[src/rtl/core/wsd_pkg.sv]
// shared types and constants of the websocket client frame deframer
`timescale 1ns / 1ps

package wsd_pkg;

   // frame opcodes
   localparam logic [3:0] OP_CONT   = 4'h0;
   localparam logic [3:0] OP_TEXT   = 4'h1;
   localparam logic [3:0] OP_BINARY = 4'h2;
   localparam logic [3:0] OP_CLOSE  = 4'h8;
   localparam logic [3:0] OP_PING   = 4'h9;
   localparam logic [3:0] OP_PONG   = 4'hA;

   // header bit fields
   localparam logic [7:0] RSV_MASK    = 8'h70;
   localparam logic [6:0] LEN_16_CODE = 7'd126;
   localparam logic [6:0] LEN_64_CODE = 7'd127;
   localparam logic [6:0] MAX_CTRL_LEN = 7'd125;

   // length forms
   localparam logic [1:0] FORM_7  = 2'd0;
   localparam logic [1:0] FORM_16 = 2'd1;
   localparam logic [1:0] FORM_64 = 2'd2;

   // header positions where the extended length ends, per form
   localparam logic [3:0] EXT_END_7  = 4'd2;
   localparam logic [3:0] EXT_END_16 = 4'd4;
   localparam logic [3:0] EXT_END_64 = 4'd10;
   localparam logic [3:0] MASK_BYTES_M1 = 4'd3;

   // close status codes
   localparam logic [15:0] CLOSE_NORMAL   = 16'd1000;
   localparam logic [15:0] CLOSE_PROTOCOL = 16'd1002;
   localparam logic [15:0] CLOSE_DATA     = 16'd1003;

   // wire bytes of generated frames
   localparam logic [7:0] PONG_HDR0  = 8'h8A;
   localparam logic [7:0] CLOSE_HDR0 = 8'h88;
   localparam logic [7:0] CLOSE_HDR1 = 8'h02;

   // destinations
   localparam logic DEST_APP  = 1'b0;
   localparam logic DEST_WIRE = 1'b1;

   // work handed from the parser to the output sequencer
   typedef enum logic [1:0] {
      CMD_BYTE,
      CMD_PONG,
      CMD_CLOSE
   } cmd_kind_type;

   typedef struct packed {
      cmd_kind_type kind;
      logic         dest;
      logic [15:0]  pl;
   } cmd_type;

endpackage

[src/rtl/core/wsd_front.sv]
// frame parser: header decode, unmasking and command generation
`timescale 1ns / 1ps

module wsd_front
   import wsd_pkg::*;
#(
   parameter int LEN_BITS = 63
) (
   input  logic       clock,
   input  logic       reset,
   input  logic       in_fire,
   input  logic [7:0] in_byte,
   output logic       push,
   output cmd_type    cmd
);

   logic [3:0]          header_pos_ff, header_pos_in;
   logic                in_payload_ff, in_payload_in;
   logic                closed_ff, closed_in;
   logic                fin_ff, fin_in;
   logic [3:0]          opcode_ff, opcode_in;
   logic [1:0]          form_ff, form_in;
   logic [LEN_BITS-1:0] len_ff, len_in;
   logic                ovf_ff, ovf_in;
   logic [31:0]         mask_ff, mask_in;
   logic [1:0]          midx_ff, midx_in;
   logic [1:0]          csat_ff, csat_in;
   logic [15:0]         code_ff, code_in;

   logic [3:0]  ext_end;
   logic [3:0]  pos_inc;
   logic [7:0]  mask_byte;
   logic [7:0]  plain;
   logic        frame_end;
   logic        close_req;
   logic [15:0] close_code;

   // extended length end position for the current form
   always_comb begin
      unique case (form_ff)
         FORM_16: ext_end = EXT_END_16;
         FORM_64: ext_end = EXT_END_64;
         default: ext_end = EXT_END_7;
      endcase
   end

   assign pos_inc = header_pos_ff + 4'd1;

   // mask key byte for this payload position
   always_comb begin
      unique case (midx_ff)
         2'd0: mask_byte = mask_ff[31:24];
         2'd1: mask_byte = mask_ff[23:16];
         2'd2: mask_byte = mask_ff[15:8];
         default: mask_byte = mask_ff[7:0];
      endcase
   end

   assign plain = in_byte ^ mask_byte;

   // parse one byte
   always_comb begin
      header_pos_in = header_pos_ff;
      in_payload_in = in_payload_ff;
      closed_in     = closed_ff;
      fin_in        = fin_ff;
      opcode_in     = opcode_ff;
      form_in       = form_ff;
      len_in        = len_ff;
      ovf_in        = ovf_ff;
      mask_in       = mask_ff;
      midx_in       = midx_ff;
      csat_in       = csat_ff;
      code_in       = code_ff;
      push          = 1'b0;
      cmd           = '{kind: CMD_BYTE, dest: DEST_APP, pl: 16'd0};
      frame_end     = 1'b0;
      close_req     = 1'b0;
      close_code    = CLOSE_PROTOCOL;

      if (in_fire && !closed_ff) begin
         if (!in_payload_ff) begin
            if (header_pos_ff == 4'd0) begin
               if ((in_byte & RSV_MASK) != 8'd0) begin
                  close_req = 1'b1;
               end else begin
                  fin_in        = in_byte[7];
                  opcode_in     = in_byte[3:0];
                  header_pos_in = 4'd1;
               end
            end else if (header_pos_ff == 4'd1) begin
               if (!in_byte[7]) begin
                  close_req = 1'b1;
               end else begin
                  header_pos_in = 4'd2;
                  len_in        = '0;
                  mask_in       = 32'd0;
                  ovf_in        = 1'b0;
                  if (in_byte[6:0] == LEN_16_CODE) begin
                     form_in = FORM_16;
                  end else if (in_byte[6:0] == LEN_64_CODE) begin
                     form_in = FORM_64;
                  end else begin
                     form_in = FORM_7;
                     len_in  = LEN_BITS'(in_byte[6:0]);
                     if (opcode_ff[3] && !fin_ff) begin
                        close_req = 1'b1;
                     end
                  end
               end
            end else if (header_pos_ff < ext_end) begin
               if (form_ff == FORM_64 && header_pos_ff == 4'd2 && in_byte[7]) begin
                  close_req = 1'b1;
               end else begin
                  len_in        = {len_ff[LEN_BITS-9:0], in_byte};
                  ovf_in        = ovf_ff | (len_ff[LEN_BITS-1 -: 8] != 8'd0);
                  header_pos_in = pos_inc;
                  if (pos_inc == ext_end) begin
                     if (opcode_ff[3] &&
                         (!fin_ff || ovf_in || len_in > LEN_BITS'(MAX_CTRL_LEN))) begin
                        close_req = 1'b1;
                     end else if (ovf_in) begin
                        close_req = 1'b1;
                     end
                  end
               end
            end else begin
               mask_in       = {mask_ff[23:0], in_byte};
               header_pos_in = pos_inc;
               if (header_pos_ff == ext_end + MASK_BYTES_M1) begin
                  in_payload_in = 1'b1;
                  midx_in       = 2'd0;
                  csat_in       = 2'd0;
                  if (opcode_ff == OP_PING) begin
                     push = 1'b1;
                     cmd  = '{kind: CMD_PONG, dest: DEST_WIRE, pl: {9'd0, len_ff[6:0]}};
                  end
                  if (len_ff == '0) begin
                     frame_end = 1'b1;
                  end
               end
            end
         end else begin
            // payload byte
            midx_in = midx_ff + 2'd1;
            if (csat_ff != 2'd2) begin
               csat_in = csat_ff + 2'd1;
            end
            if (opcode_ff == OP_CLOSE) begin
               if (csat_ff == 2'd0) begin
                  code_in[15:8] = plain;
               end else if (csat_ff == 2'd1) begin
                  code_in[7:0] = plain;
               end
            end
            if (opcode_ff == OP_CONT || opcode_ff == OP_BINARY) begin
               push = 1'b1;
               cmd  = '{kind: CMD_BYTE, dest: DEST_APP, pl: {8'd0, plain}};
            end else if (opcode_ff == OP_PING) begin
               push = 1'b1;
               cmd  = '{kind: CMD_BYTE, dest: DEST_WIRE, pl: {8'd0, plain}};
            end
            if (len_ff == LEN_BITS'(1)) begin
               frame_end = 1'b1;
            end else begin
               len_in = len_ff - LEN_BITS'(1);
            end
         end

         // end of frame actions
         if (frame_end) begin
            header_pos_in = 4'd0;
            in_payload_in = 1'b0;
            priority if (opcode_ff == OP_CONT || opcode_ff == OP_BINARY ||
                         opcode_ff == OP_PING || opcode_ff == OP_PONG) begin
               close_req = 1'b0;
            end else if (opcode_ff == OP_TEXT) begin
               close_req  = 1'b1;
               close_code = CLOSE_DATA;
            end else if (opcode_ff == OP_CLOSE) begin
               close_req  = 1'b1;
               close_code = (csat_in == 2'd2) ? code_in : CLOSE_NORMAL;
            end else begin
               close_req  = 1'b1;
               close_code = CLOSE_PROTOCOL;
            end
         end

         // close frame goes out once, then silence
         if (close_req) begin
            closed_in = 1'b1;
            push      = 1'b1;
            cmd       = '{kind: CMD_CLOSE, dest: DEST_WIRE, pl: close_code};
         end
      end
   end

   // control state
   always_ff @(posedge clock) begin
      if (reset) begin
         header_pos_ff <= 4'd0;
         in_payload_ff <= 1'b0;
         closed_ff     <= 1'b0;
         fin_ff        <= 1'b0;
         opcode_ff     <= OP_CONT;
         form_ff       <= FORM_7;
         ovf_ff        <= 1'b0;
         midx_ff       <= 2'd0;
         csat_ff       <= 2'd0;
      end else begin
         header_pos_ff <= header_pos_in;
         in_payload_ff <= in_payload_in;
         closed_ff     <= closed_in;
         fin_ff        <= fin_in;
         opcode_ff     <= opcode_in;
         form_ff       <= form_in;
         ovf_ff        <= ovf_in;
         midx_ff       <= midx_in;
         csat_ff       <= csat_in;
      end
   end

   // frame data registers
   always_ff @(posedge clock) begin
      len_ff  <= len_in;
      mask_ff <= mask_in;
      code_ff <= code_in;
   end

endmodule

[src/rtl/core/wsd_cmd_queue.sv]
// short command queue between parser and output sequencer
`timescale 1ns / 1ps

module wsd_cmd_queue
   import wsd_pkg::*;
#(
   parameter int DEPTH = 4
) (
   input  logic    clock,
   input  logic    reset,
   input  logic    push,
   input  cmd_type push_cmd,
   input  logic    pop,
   output cmd_type head,
   output logic    empty,
   output logic    full
);

   localparam int PW = (DEPTH > 1) ? $clog2(DEPTH) : 1;
   localparam int CW = $clog2(DEPTH + 1);

   cmd_type         entry_ff [DEPTH];
   logic [PW-1:0]   wr_ptr_ff, wr_ptr_in;
   logic [PW-1:0]   rd_ptr_ff, rd_ptr_in;
   logic [CW-1:0]   count_ff, count_in;

   assign empty = (count_ff == CW'(0));
   assign full  = (count_ff == CW'(DEPTH));
   assign head  = entry_ff[rd_ptr_ff];

   // pointer and fill count update
   always_comb begin
      wr_ptr_in = wr_ptr_ff;
      rd_ptr_in = rd_ptr_ff;
      count_in  = count_ff;
      if (push) begin
         wr_ptr_in = (wr_ptr_ff == PW'(DEPTH - 1)) ? PW'(0) : wr_ptr_ff + PW'(1);
      end
      if (pop) begin
         rd_ptr_in = (rd_ptr_ff == PW'(DEPTH - 1)) ? PW'(0) : rd_ptr_ff + PW'(1);
      end
      if (push && !pop) begin
         count_in = count_ff + CW'(1);
      end else if (pop && !push) begin
         count_in = count_ff - CW'(1);
      end
   end

   always_ff @(posedge clock) begin
      if (reset) begin
         wr_ptr_ff <= '0;
         rd_ptr_ff <= '0;
         count_ff  <= '0;
      end else begin
         wr_ptr_ff <= wr_ptr_in;
         rd_ptr_ff <= rd_ptr_in;
         count_ff  <= count_in;
      end
   end

   // entry storage
   always_ff @(posedge clock) begin
      if (push) begin
         entry_ff[wr_ptr_ff] <= push_cmd;
      end
   end

endmodule

[src/rtl/core/wsd_back.sv]
// output sequencer: expands commands into result bytes
`timescale 1ns / 1ps

module wsd_back
   import wsd_pkg::*;
(
   input  logic       clock,
   input  logic       reset,
   input  cmd_type    head,
   input  logic       empty,
   output logic       pop,
   output logic       rsp_valid,
   input  logic       rsp_stall,
   output logic       rsp_dest,
   output logic [7:0] rsp_data_byte,
   output logic       rsp_last,
   output logic       rsp_conn_closed
);

   logic [1:0] sub_ff, sub_in;
   logic       valid_ff, valid_in;
   logic       dest_ff;
   logic [7:0] data_ff;
   logic       last_ff;
   logic       cc_ff;

   logic       slot_free;
   logic       emit;
   logic [7:0] out_data;
   logic       out_last;
   logic       out_cc;

   assign slot_free = !valid_ff || !rsp_stall;
   assign emit      = !empty && slot_free;

   // pick the byte for this step of the command
   always_comb begin
      out_data = head.pl[7:0];
      out_last = 1'b1;
      out_cc   = 1'b0;
      unique case (head.kind)
         CMD_BYTE: begin
            out_data = head.pl[7:0];
            out_last = 1'b1;
         end
         CMD_PONG: begin
            out_data = (sub_ff == 2'd0) ? PONG_HDR0 : head.pl[7:0];
            out_last = (sub_ff != 2'd0);
         end
         CMD_CLOSE: begin
            unique case (sub_ff)
               2'd0: out_data = CLOSE_HDR0;
               2'd1: out_data = CLOSE_HDR1;
               2'd2: out_data = head.pl[15:8];
               default: out_data = head.pl[7:0];
            endcase
            out_last = (sub_ff == 2'd3);
            out_cc   = out_last;
         end
         default: begin
            out_data = head.pl[7:0];
            out_last = 1'b1;
         end
      endcase
   end

   assign pop = emit && out_last;

   // step counter and output valid
   always_comb begin
      sub_in   = sub_ff;
      valid_in = valid_ff;
      if (emit) begin
         sub_in   = out_last ? 2'd0 : sub_ff + 2'd1;
         valid_in = 1'b1;
      end else if (slot_free) begin
         valid_in = 1'b0;
      end
   end

   always_ff @(posedge clock) begin
      if (reset) begin
         sub_ff   <= 2'd0;
         valid_ff <= 1'b0;
      end else begin
         sub_ff   <= sub_in;
         valid_ff <= valid_in;
      end
   end

   // output register
   always_ff @(posedge clock) begin
      if (emit) begin
         dest_ff <= head.dest;
         data_ff <= out_data;
         last_ff <= out_last;
         cc_ff   <= out_cc;
      end
   end

   assign rsp_valid       = valid_ff;
   assign rsp_dest        = dest_ff;
   assign rsp_data_byte   = data_ff;
   assign rsp_last        = last_ff;
   assign rsp_conn_closed = cc_ff;

endmodule

[src/rtl/core/websocket_client_frame_deframer_unit.sv]
// top level of the websocket client frame deframer
//
//   channel   dir   handshake            payload
//   req       in    req_valid/req_stall  req_rx_byte[7:0]
//   rsp       out   rsp_valid/rsp_stall  rsp_dest, rsp_data_byte[7:0], rsp_last,
//                                        rsp_conn_closed
//
// one request byte is taken per cycle unless req_stall holds it; the parser
// handles it in that cycle. results leave one per cycle through a registered
// output while rsp_stall is low; a ping header yields two results, a close
// frame four, payload bytes one each. a queue of QUEUE_DEPTH commands sits
// between parser and output sequencer; req_stall rises only when it is full.
// synchronous active-high reset clears parser, queue and output control state.
`timescale 1ns / 1ps

module websocket_client_frame_deframer_unit
   import wsd_pkg::*;
#(
   parameter int LEN_BITS    = 63,
   parameter int QUEUE_DEPTH = 4
) (
   input  logic       clock,
   input  logic       reset,
   input  logic       req_valid,
   output logic       req_stall,
   input  logic [7:0] req_rx_byte,
   output logic       rsp_valid,
   input  logic       rsp_stall,
   output logic       rsp_dest,
   output logic [7:0] rsp_data_byte,
   output logic       rsp_last,
   output logic       rsp_conn_closed
);

   logic    in_fire;
   logic    push;
   cmd_type push_cmd;
   logic    pop;
   cmd_type head;
   logic    empty;
   logic    full;

   assign req_stall = full;
   assign in_fire   = req_valid && !req_stall;

   // parser
   wsd_front #(
      .LEN_BITS (LEN_BITS)
   ) u_front (
      .clock   (clock),
      .reset   (reset),
      .in_fire (in_fire),
      .in_byte (req_rx_byte),
      .push    (push),
      .cmd     (push_cmd)
   );

   // command queue
   wsd_cmd_queue #(
      .DEPTH (QUEUE_DEPTH)
   ) u_queue (
      .clock    (clock),
      .reset    (reset),
      .push     (push),
      .push_cmd (push_cmd),
      .pop      (pop),
      .head     (head),
      .empty    (empty),
      .full     (full)
   );

   // output sequencer
   wsd_back u_back (
      .clock           (clock),
      .reset           (reset),
      .head            (head),
      .empty           (empty),
      .pop             (pop),
      .rsp_valid       (rsp_valid),
      .rsp_stall       (rsp_stall),
      .rsp_dest        (rsp_dest),
      .rsp_data_byte   (rsp_data_byte),
      .rsp_last        (rsp_last),
      .rsp_conn_closed (rsp_conn_closed)
   );

endmodule

[config.mk]
export PLATFORM = sky130hd
export DESIGN_NAME = websocket_client_frame_deframer_unit
export DESIGN_NICKNAME = d
export VERILOG_FILES = /design/src/rtl/core/wsd_pkg.sv /design/src/rtl/core/wsd_front.sv /design/src/rtl/core/wsd_cmd_queue.sv /design/src/rtl/core/wsd_back.sv /design/src/rtl/core/websocket_client_frame_deframer_unit.sv
export SDC_FILE = /design/constraint.sdc
export NUM_CORES = 1
export LEC_CHECK = 0
export BUFFER_PORTS_ARGS = -buffer_cell sky130_fd_sc_hd__buf_2
export CAP_MARGIN = 0
export CORE_AREA = 2 2 131 197
export CTS_CLUSTER_SIZE = 25
export DETAILED_ROUTE_END_ITERATION = 7
export DIE_AREA = 0 0 133 199
export SLEW_MARGIN = 20
export SYNTH_ARGS = -nofsm -noshare
export SYNTH_HDL_FRONTEND = slang
export SYNTH_SLANG_ARGS = --single-unit
[constraint.sdc]
create_clock -name clock -period 8.05 [get_ports clock]
set_input_delay 0.4025 -clock clock [delete_from_list [all_inputs] [get_ports clock]]
set_output_delay 0.4025 -clock clock [all_outputs]
set_load 0.03 [all_outputs]
==> results of run 1 <==
-- final timing paths --
| kind | slack (ns) | startpoint | endpoint |
|---|---|---|---|
| max reg2reg | 3.82 | u_front.len_ff[19] | u_queue.count_ff[2] |
| max | 3.82 | u_front.len_ff[19] | u_queue.count_ff[2] |
| min | 0.14 | rsp_stall | u_back.rsp_valid |
| min reg2reg | 0.45 | u_front.closed_ff | u_front.closed_ff |
-- registers in the layout, indices dropped and copies added (netlist names), 3 cells and up, named ones only --
name,cells
u_back.rsp_data_byte,8
u_front.code_ff,16
u_front.header_pos_ff,4
u_front.len_ff,63
u_front.mask_ff,32
u_front.opcode_ff,4
u_queue.count_ff,3
u_queue.entry_ff,76
-- power groups by stage --
stage | registers [µW] | clock network, µW | logic, µW
finish | 1490 | 1100 | 622
global placement | 1510 | 0 | 626
floorplan | 1560 | 0 | 413
global route | 1500 | 1160 | 692
CTS | 1490 | 1120 | 635
detailed placement | 1510 | 0 | 633
-- through the flow --
step	hold WS (ns)	total power [µW]	utilization (%)	cell area, µm²	worst slack [ns]
3_3_place_gp	0.4356	2137	48.99	12140	4.042
4_1_cts	0.1398	3242	52.09	12910	3.791
2_1_floorplan	0.4207	1977	-	11760	1.617
5_1_grt	0.1500	3348	52.09	12910	3.422
6_report	0.1428	3212	52.09	12910	3.821
3_5_place_dp	0.4448	2146	48.99	12140	3.801
-- area by class of cell --
class,instances,area [µm²]
fillers,2174,11870
clock buffers,33,653.1
clock inverters,8,115.1
flip-flops and latches,228,6548
inverters,42,157.7
multi-input cells,707,4825
repair buffers,35,202.7
well taps,328,410.4
-- synthesized netlist by cell type, types with 10 or more instances --
cell | instances | area, µm²
o31ai_1 | 11 | 82.58
xnor2_1 | 44 | 385.4
clkbuf_1 | 48 | 180.2
a22oi_1 | 13 | 97.59
o21ai_0 | 78 | 390.4
a21oi_1 | 32 | 160.2
nand2_1 | 108 | 405.4
nor3_1 | 29 | 145.1
ha_1 | 28 | 350.3
nor4_1 | 22 | 137.6
a22o_1 | 10 | 87.58
mux4_2 | 19 | 427.9
inv_1 | 42 | 157.7
and3_1 | 12 | 75.07
dfxtp_1 | 30 | 600.6
nor2_1 | 72 | 270.3
mux2i_1 | 15 | 150.1
nor2b_1 | 28 | 175.2
xor2_1 | 23 | 201.4
and2_1 | 10 | 62.56
nand3_1 | 22 | 110.1
edfxtp_1 | 198 | 5946
-- routing by layer --
layer / vias up / part of all wire, % / routed length (µm)
li1: 3863 / - / -
met4: 2 / 3.6 / 971
met1: 3936 / 39 / 10490
met3: 58 / 3.3 / 889
met5: - / 0.026 / 7
met2: 155 / 54 / 14390
-- logic make-up after synthesis --
| group | Yosys count | synth area share, % |
|---|---|---|
| AOI/OAI and AO/OA | 203 | 11.03 |
| xor gates and xnor gates | 69 | 5.333 |
| adders and majority gates | 29 | 3.151 |
| buffers and inverters | 100 | 3.374 |
| DFF | 228 | 55.69 |
| muxes | 35 | 5.013 |
| and+or+nand+nor | 371 | 16.41 |
-- critical path, delay by kind of cell, from the launching register on --
kind | cells | cell delay (ns)
compound gates | 4 | 0.92
xor+xnor | 1 | 0.16
fa+ha+maj | 2 | 0.64
buf+inv | 1 | 0.06
flops | 1 | 0.43
simple gates | 4 | 1.95
==> impl_metrics.env, run 1 <==
export IMPL_antenna_found_initial=1
export IMPL_grtUsageMet3_pct=2.268
export IMPL_hold_buffers=0
export IMPL_tightest_slew_ns=0.9970
export IMPL_layout_drive_gt1_share_pct=10.73
export IMPL_start_util_pct=47.43
export IMPL_syn2layout_area_growth_pct=9.835
export IMPL_grt_pass1_wl_mm=42.82
export IMPL_slowest_delay_ns=0.64
export IMPL_ctsResizeCount=0
export IMPL_grt_max_degree=68
export IMPL_hp_class="in -> reg"
export IMPL_seq_area_frac_synth_pct=55.69
export IMPL_syn_area_per_cell_um2=11.36
export IMPL_rsz0062_at_grt="no"
export IMPL_fin_skew_ns=0.01137
export IMPL_mostFrequentLayoutCell="edfxtp_1"
export IMPL_cp_slowest_cell="or4_1"
export IMPL_num_vias=8014
export IMPL_power_per_cell_area_nw_per_um2=248.8
export IMPL_clkLatencyLatePin_ns=0.52
export IMPL_die_w_um=133
export IMPL_clock_path_buffers=3
export IMPL_grt_pass1_vias=8152
export IMPL_ys_flop_type="edfxtp_1"
export IMPL_gr_usage_met1_pct=23.34
export IMPL_clock_sinks=228
export IMPL_num_rows=71
export IMPL_drtPass1Iterations=5
export IMPL_critical_path_class="reg -> reg"
export IMPL_cp_arrival_ns=4.67
export IMPL_min_path_cells=3
export IMPL_power_leakage_uw=0.004452
export IMPL_drc=0
export IMPL_final_cell_mix="198 x edfxtp_1, 108 x nand2_1, 78 x o21ai_0"
export IMPL_ff2ff_path_depth=12
export IMPL_pin_count=25
export IMPL_coreArea_um2=24790
export IMPL_async_flop_share_pct=0
export IMPL_hpwl_mm=18.55
export IMPL_dpl_cell_count=1340
export IMPL_crit_fanout=6
export IMPL_critPathCaptureType="flip-flop"
export IMPL_synthesis_area_um2=11760
export IMPL_p_switching_uw=887.5
export IMPL_use_met2_pct=38.65
export IMPL_antenna_cells=0
export IMPL_grt_use_total_pct=20.40
export IMPL_fin_tns_setup_ns=0
export IMPL_wl_per_cell_um=19.37
export IMPL_top_usage_layer="met2"
export IMPL_internal_power_uw=2325
export IMPL_nNetsFinal=1078
export IMPL_critPathRequiredTime_ns=8.49
export IMPL_setup_violations=0
export IMPL_synth_distinct_cells=74
export IMPL_fin_cells=1381
export IMPL_hold_viol=0
export IMPL_ir_worst_vdd_mv=0.1549
export IMPL_routed_via_density=5.803
export IMPL_clkPwrFrac_pct=34.3
export IMPL_drtIter0Drc=506
export IMPL_cts_tree="built"
export IMPL_gp_congestion=0.8422
export IMPL_finalCritPeriodShare_pct=52.53
export IMPL_antenna_left=0
export IMPL_cts_setup_buffers=0
export IMPL_min_period_ns=4.229
export IMPL_clk_pin_slew_worst_paths_ns=0.06
export IMPL_cap_violations=0
export IMPL_seqPwrFrac_pct=46.3
export IMPL_status="complete, no violations"
export IMPL_start_kind="flip-flop"
export IMPL_synth_enable_flop_cells=198
export IMPL_syn_inst=1035
export IMPL_cts_max_level=1
export IMPL_p_sw_share_pct=27.63
export IMPL_dieArea_um2=26470
export IMPL_routed_wl_mm=26.75
export IMPL_path_cells="or4_1 -> nor4_1 -> nor4bb_1 -> o2111ai_1 -> o21a_1 -> o21ai_1 -> ha_1 -> inv_1 -> fa_1 -> xor2_1 -> or3_1 -> a21oi_1"
export IMPL_combPwrFrac_pct=19.4
export IMPL_port_buffers=24
export IMPL_ys_seq_elements=228
export IMPL_slew_violations=0
export IMPL_synth_nets=1076
export IMPL_cts_root_buf="clkbuf_16"
export IMPL_max_freq_mhz=236.5
export IMPL_ys_warn_count=0
export IMPL_grt_ovfl_total=0
export IMPL_dieHeight_um=199
export IMPL_slew_limit_headroom_pct=32.60
export IMPL_cts_buffers=23
Power figures use the tool's default switching activity.
==> run 2, diff against run 1 <==
Settings changed: PLACE_DENSITY from default to 0.66.
Clock period 8.05 ns to 3.79 ns, I/O delays scaled along.
==> run 2 against run 1 <==
Critical path depth grew 3. Hold slack lost 0.11 ns. Cell count grew 2.8%. Core utilization grew 1.5 points. Via count grew 2.3%. Global-route usage grew 0.17 points. Worst setup slack lost 3.5 ns. Clock-buffer cell count shrank 8. Highest routed layer is now met4.
==> impl_metrics.env, run 2 (synthesis results as in run 1) <==
export IMPL_cts_buffers=23
export IMPL_r2r_end="u_queue.count_ff[2]"
export IMPL_crit_fanout=3
export IMPL_top_register="u_queue.entry_ff"
export IMPL_critPathRequiredTime_ns=4.25
export IMPL_slew_violations=0
export IMPL_grt_max_degree=57
export IMPL_drtIter0Drc=460
export IMPL_routed_via_density=5.775
export IMPL_cts_root_buf="clkbuf_16"
export IMPL_finalCritPeriodShare_pct=92.47
export IMPL_fillers=2124
export IMPL_layout_drive_gt1_share_pct=15.38
export IMPL_cap_violations=0
export IMPL_antenna_left=0
export IMPL_hpwl_mm=18.74
export IMPL_largest_reg_flops=76
export IMPL_mostFrequentLayoutCell="edfxtp_1"
export IMPL_syn2layout_area_growth_pct=13.09
export IMPL_slew_limit_headroom_pct=45.56
export IMPL_critical_path_class="reg -> reg"
export IMPL_hold_viol=0
export IMPL_min_from="req_rx_byte[3]"
export IMPL_routed_wl_mm=26.97
export IMPL_drtPass1Iterations=5
export IMPL_start_kind="flip-flop"
export IMPL_final_cell_mix="198 x edfxtp_1, 108 x nand2_1, 78 x o21ai_0"
export IMPL_coreArea_um2=24790
export IMPL_min_to="u_front.len_ff[3]"
export IMPL_nNetsFinal=1117
export IMPL_slowest_delay_ns=0.48
export IMPL_rrSetupSlack_ns=0.29
export IMPL_power_leakage_uw=0.004647
export IMPL_dieHeight_um=199
export IMPL_min_period_ns=3.505
export IMPL_grt_pass1_vias=8236
export IMPL_timing_rr_start="u_front.form_ff[1]"
export IMPL_rsz0062_at_grt="no"
export IMPL_antenna_cells=0
export IMPL_wl_per_cell_um=18.99
export IMPL_die_w_um=133
export IMPL_grt_pass1_wl_mm=43.21
export IMPL_power_per_cell_area_nw_per_um2=522.3
export IMPL_ff2ff_path_depth=15
export IMPL_clk_pin_slew_worst_paths_ns=0.07
export IMPL_cp_slowest_cell="o41a_1"
export IMPL_status="complete, no violations"
export IMPL_tightest_slew_ns=0.8111
export IMPL_critPathCaptureType="flip-flop"
export IMPL_fin_skew_ns=0.01547
export IMPL_grt_ovfl_total=0
export IMPL_clock_path_buffers=3
export IMPL_max_freq_mhz=285.3
export IMPL_start_util_pct=47.43
export IMPL_grt_use_total_pct=20.57
export IMPL_clock_sinks=228
export IMPL_gp_congestion=0.8896
export IMPL_cts_tree="built"
export IMPL_cts_max_level=1
export IMPL_port_buffers=24
export IMPL_dieArea_um2=26470
export IMPL_fin_area_um2=13290
export IMPL_placed_area_um2=12430
export IMPL_cp_arrival_ns=3.96
export IMPL_num_rows=71
export IMPL_fin_tns_setup_ns=0
export IMPL_min_path_cells=3
export IMPL_clkLatencyLatePin_ns=0.54
export IMPL_drc=0
export IMPL_ir_worst_vdd_mv=0.3508
export IMPL_antenna_found_initial=0
export IMPL_hp_class="in -> reg"
export IMPL_num_vias=8201
export IMPL_setup_violations=0
export IMPL_path_cells="nor2b_1 -> inv_1 -> ha_1 -> a21oi_1 -> a21oi_1 -> a211oi_1 -> nand3_1 -> o41a_1 -> o21ai_2 -> ha_1 -> inv_1 -> fa_1 -> xor2_1 -> or3_1 -> a21oi_1"
export IMPL_crit_top_cell="a21oi_1"
export IMPL_largestRegisters="u_queue.entry_ff: 76 flops, u_front.len_ff: 63 flops, u_front.mask_ff: 32 flops"
export IMPL_pin_count=25
run 2: cell count changes in the layout (fill, tap and decap cells not counted), moves of 3 or more:
cell / change
nor4_2: +4
clkinvlp_4: +7
nor4_1: -4
buf_4: +38
clkbuf_1: -5
clkbuf_8: -3
and2_2: +4
and2_1: -4
run 2: layer usage:
layer	global-route usage, %	vias up	part of all wire, %
li1	-	3929	-
met1	23.16	4049	39
met2	39.57	164	54
met3	2.243	59	3.3
met4	7.925	0	3.0
met5	0	-	0
run 2: area by class of cell:
cell class,count,area [µm²],share of cell area (%)
Tap cell,328,410.4,3.087
Timing Repair Buffer,74,498.0,3.746
Clock inverter,16,210.2,1.581
Inverter,42,157.7,1.186
Sequential cell,228,6548,49.25
Clock buffer,25,593.1,4.461
Multi-Input combinational cell,707,4877,36.69
run 2: worst max-delay path by stage:
stage               depth (start not counted)          startpoint  slack [ns]                      end
finish                                     15  u_front.form_ff[1]        0.29      u_queue.count_ff[2]
global route                               15  u_front.form_ff[1]        0.03      u_queue.count_ff[2]
CTS                                        10  u_front.len_ff[20]        0.08   u_queue.entry_ff[0][2]
detailed placement                         10  u_front.len_ff[20]         0.1  u_queue.entry_ff[0][12]
global placement                           10  u_front.len_ff[20]        0.13   u_queue.entry_ff[0][4]
floorplan                                  15           flip-flop        0.03      u_queue.count_ff[2]
run 2: what timing repair did:
action	CTS	global route
hold buffers	1	0
endpoints found under the setup margin	0	78
buffers inserted	0	0
endpoints found under the hold margin	1	0
gates resized for setup	0	11
run 2: metrics by stage:
stage	hold slack (ns)	power (µW)	worst slack, ns	utilization, %	cells
after floorplan	0.3334	4204	0.03297	-	1035
after global placement	0.4299	4547	0.1300	50.17	1378
after detailed placement	0.4367	4581	0.09676	50.17	1378
after CTS	0.01390	6998	0.07721	53.45	1420
after global routing	0.02914	7229	0.03025	53.64	1420
final	0.02816	6943	0.2854	53.64	1420
run 2: critical path: cells and delay by family (launching register included):
| kind | cells | cell delay, ns |
|---|---|---|
| compound gates | 6 | 1.31 |
| fa+ha+maj | 3 | 0.86 |
| buf+inv | 2 | 0.12 |
| flops | 1 | 0.34 |
| xor+xnor | 1 | 0.15 |
| simple gates | 3 | 0.66 |
run 2: power by group:
part | internal (µW) | switching, µW | total, µW
clock | 1420 | 1010 | 2420
sequential | 3060 | 107 | 3160
combinational | 502 | 854 | 1360
==> run 3, diff against run 2 <==
Settings changed: RECOVER_POWER from default to 50.
==> run 3 against run 2 <==
Worst setup slack worse by 0.028 ns. First-iteration DRC count fell by 0.65%. Non-clock buffer count did not move. Combinational power barely moved. Final area down 0.47%. Via count is 0.20% higher. Register-to-register slack lost 0.03 ns. Wire length grew 0.27%. Core utilization fell by 0.25 points.
==> impl_metrics.env, run 3 (synthesis results as in run 1) <==
export IMPL_grt_pass1_wl_mm=43.21
export IMPL_largest_reg_flops=76
export IMPL_antenna_left=0
export IMPL_critical_path_class="reg -> reg"
export IMPL_power_uw=6916
export IMPL_layout_drive_gt1_share_pct=13.19
export IMPL_start_kind="flip-flop"
export IMPL_regArea_um2=6548
export IMPL_clkLatencyLatePin_ns=0.54
export IMPL_crit_fanout=9
export IMPL_cp_slowest_cell="or4_1"
export IMPL_grt_pass1_vias=8236
export IMPL_critPathCaptureType="flip-flop"
export IMPL_mostFrequentLayoutCell="edfxtp_1"
export IMPL_p_switching_uw=1971
export IMPL_routed_wl_mm=27.04
export IMPL_slowest_delay_ns=0.61
export IMPL_path_delay_family="simple AND/OR/NAND/NOR gates"
export IMPL_die_w_um=133
export IMPL_clock_path_buffers=3
export IMPL_num_vias=8217
export IMPL_tightest_slew_ns=1.386
export IMPL_final_util_pct=53.38
export IMPL_cts_buffers=23
export IMPL_slew_limit_headroom_pct=7.567
export IMPL_power_leakage_uw=0.004577
export IMPL_cts_tree="built"
export IMPL_critPathRequiredTime_ns=4.25
export IMPL_clkPwrFrac_pct=35.0
export IMPL_min_period_ns=3.533
export IMPL_cts_max_level=1
export IMPL_clk_pin_slew_worst_paths_ns=0.07
export IMPL_seqPwrFrac_pct=45.8
export IMPL_grt_max_degree=57
export IMPL_antenna_found_initial=0
export IMPL_cts_root_buf="clkbuf_16"
export IMPL_pin_count=25
export IMPL_routed_via_density=5.787
export IMPL_dieArea_um2=26470
export IMPL_setup_violations=0
export IMPL_status="complete, no violations"
export IMPL_path_buf_inv=2
export IMPL_path_cells="or4_1 -> nor4_4 -> clkbuf_1 -> and3_2 -> and4b_1 -> o41a_1 -> o21ai_2 -> ha_1 -> inv_1 -> fa_1 -> xor2_1 -> or3_1 -> a21oi_1"
export IMPL_multi_input_area_um2=4862
export IMPL_fin_skew_ns=0.01588
export IMPL_drtPass1Iterations=5
export IMPL_grt_ovfl_total=0
export IMPL_antenna_cells=0
export IMPL_port_buffers=24
export IMPL_grt_use_total_pct=20.57
export IMPL_coreArea_um2=24790
export IMPL_hp_class="in -> reg"
export IMPL_drc=0
export IMPL_start_util_pct=47.43
export IMPL_cp_arrival_ns=4.00
export IMPL_cts_setup_buffers=0
export IMPL_combPwrFrac_pct=19.2
export IMPL_hpwl_mm=18.74
export IMPL_syn2layout_area_growth_pct=12.56
export IMPL_max_freq_mhz=283.0
export IMPL_ir_worst_vdd_mv=0.3501
export IMPL_finalCritPeriodShare_pct=93.22
export IMPL_power_per_cell_area_nw_per_um2=522.7
export IMPL_largestRegisters="u_queue.entry_ff: 76 flops, u_front.len_ff: 63 flops, u_front.mask_ff: 32 flops"
export IMPL_top_register="u_queue.entry_ff"
export IMPL_p_sw_share_pct=28.50
export IMPL_clock_sinks=228
export IMPL_fillers=2149
export IMPL_nNetsFinal=1117
export IMPL_fin_tns_setup_ns=0
export IMPL_internal_power_uw=4945
export IMPL_dieHeight_um=199
export IMPL_hold_viol=0
export IMPL_rsz0062_at_grt="no"
export IMPL_gp_congestion=0.8896
export IMPL_final_cell_mix="198 x edfxtp_1, 108 x nand2_1, 79 x o21ai_0"
export IMPL_slew_violations=0
export IMPL_wl_per_cell_um=19.04
export IMPL_cap_violations=0
export IMPL_hold_slack_ns=0.01884
export IMPL_drtIter0Drc=457
export IMPL_num_rows=71
run 3: final timing paths:
path                                          from                   to  slack (ns)  depth (start not counted)
worst max-delay path            u_front.len_ff[13]  u_queue.count_ff[2]        0.26                         13
worst min-delay path                req_rx_byte[3]    u_front.len_ff[3]        0.02                          3
worst max register to register  u_front.len_ff[13]  u_queue.count_ff[2]        0.26                         13
worst min register to register   u_front.closed_ff    u_front.closed_ff        0.45                          2
run 3: worst register-to-register path, delay by kind of cell (launching register included):
kind	cells	cell delay (ns)
AOI/OAI and AO/OA	3	0.44
xor gates and xnor gates	1	0.07
adders and majority gates	2	0.42
buffers and inverters	2	0.27
DFF	1	0.44
and+or+nand+nor	5	1.83
run 3: per-layer routing:
metal  up-vias  part of all wire (%)  global-route usage [%]
li1       3939                     -                       -
met1      4020                    39                   23.16
met2       198                    54                   39.57
met3        60                   3.7                   2.243
met4         0                   3.1                   7.925
met5         -                     0                       0
run 3: final cells by class:
cell class	instances	share of cell area, %
multi-input combinational	707	36.75
clock inverter	16	1.589
timing repair buffer	74	3.404
clock buffer	25	4.482
inverter	42	1.191
sequential	228	49.48
tap	328	3.102
run 3: power by group through the flow:
stage	combinational (µW)	clock, µW	sequential (µW)
floorplan	884	0	3320
global placement	1340	0	3210
global route	1480	2530	3190
finish	1330	2420	3170
detailed placement	1360	0	3220
CTS	1370	2460	3170
run 3: stage by stage:
stage	setup slack, ns	std cells	cell area [µm²]
3_3_place_gp	0.1300	1378	12430
5_1_grt	0.01728	1420	13230
6_report	0.2570	1420	13230
3_5_place_dp	0.09676	1378	12430
2_1_floorplan	0.03297	1035	11770
4_1_cts	0.07721	1420	13250
run 3: what timing repair did:
item / CTS / global route
gates resized for setup: 0 / 11
endpoints found under the setup margin: 0 / 78
hold buffers: 1 / 0
hold endpoints to repair: 1 / 0
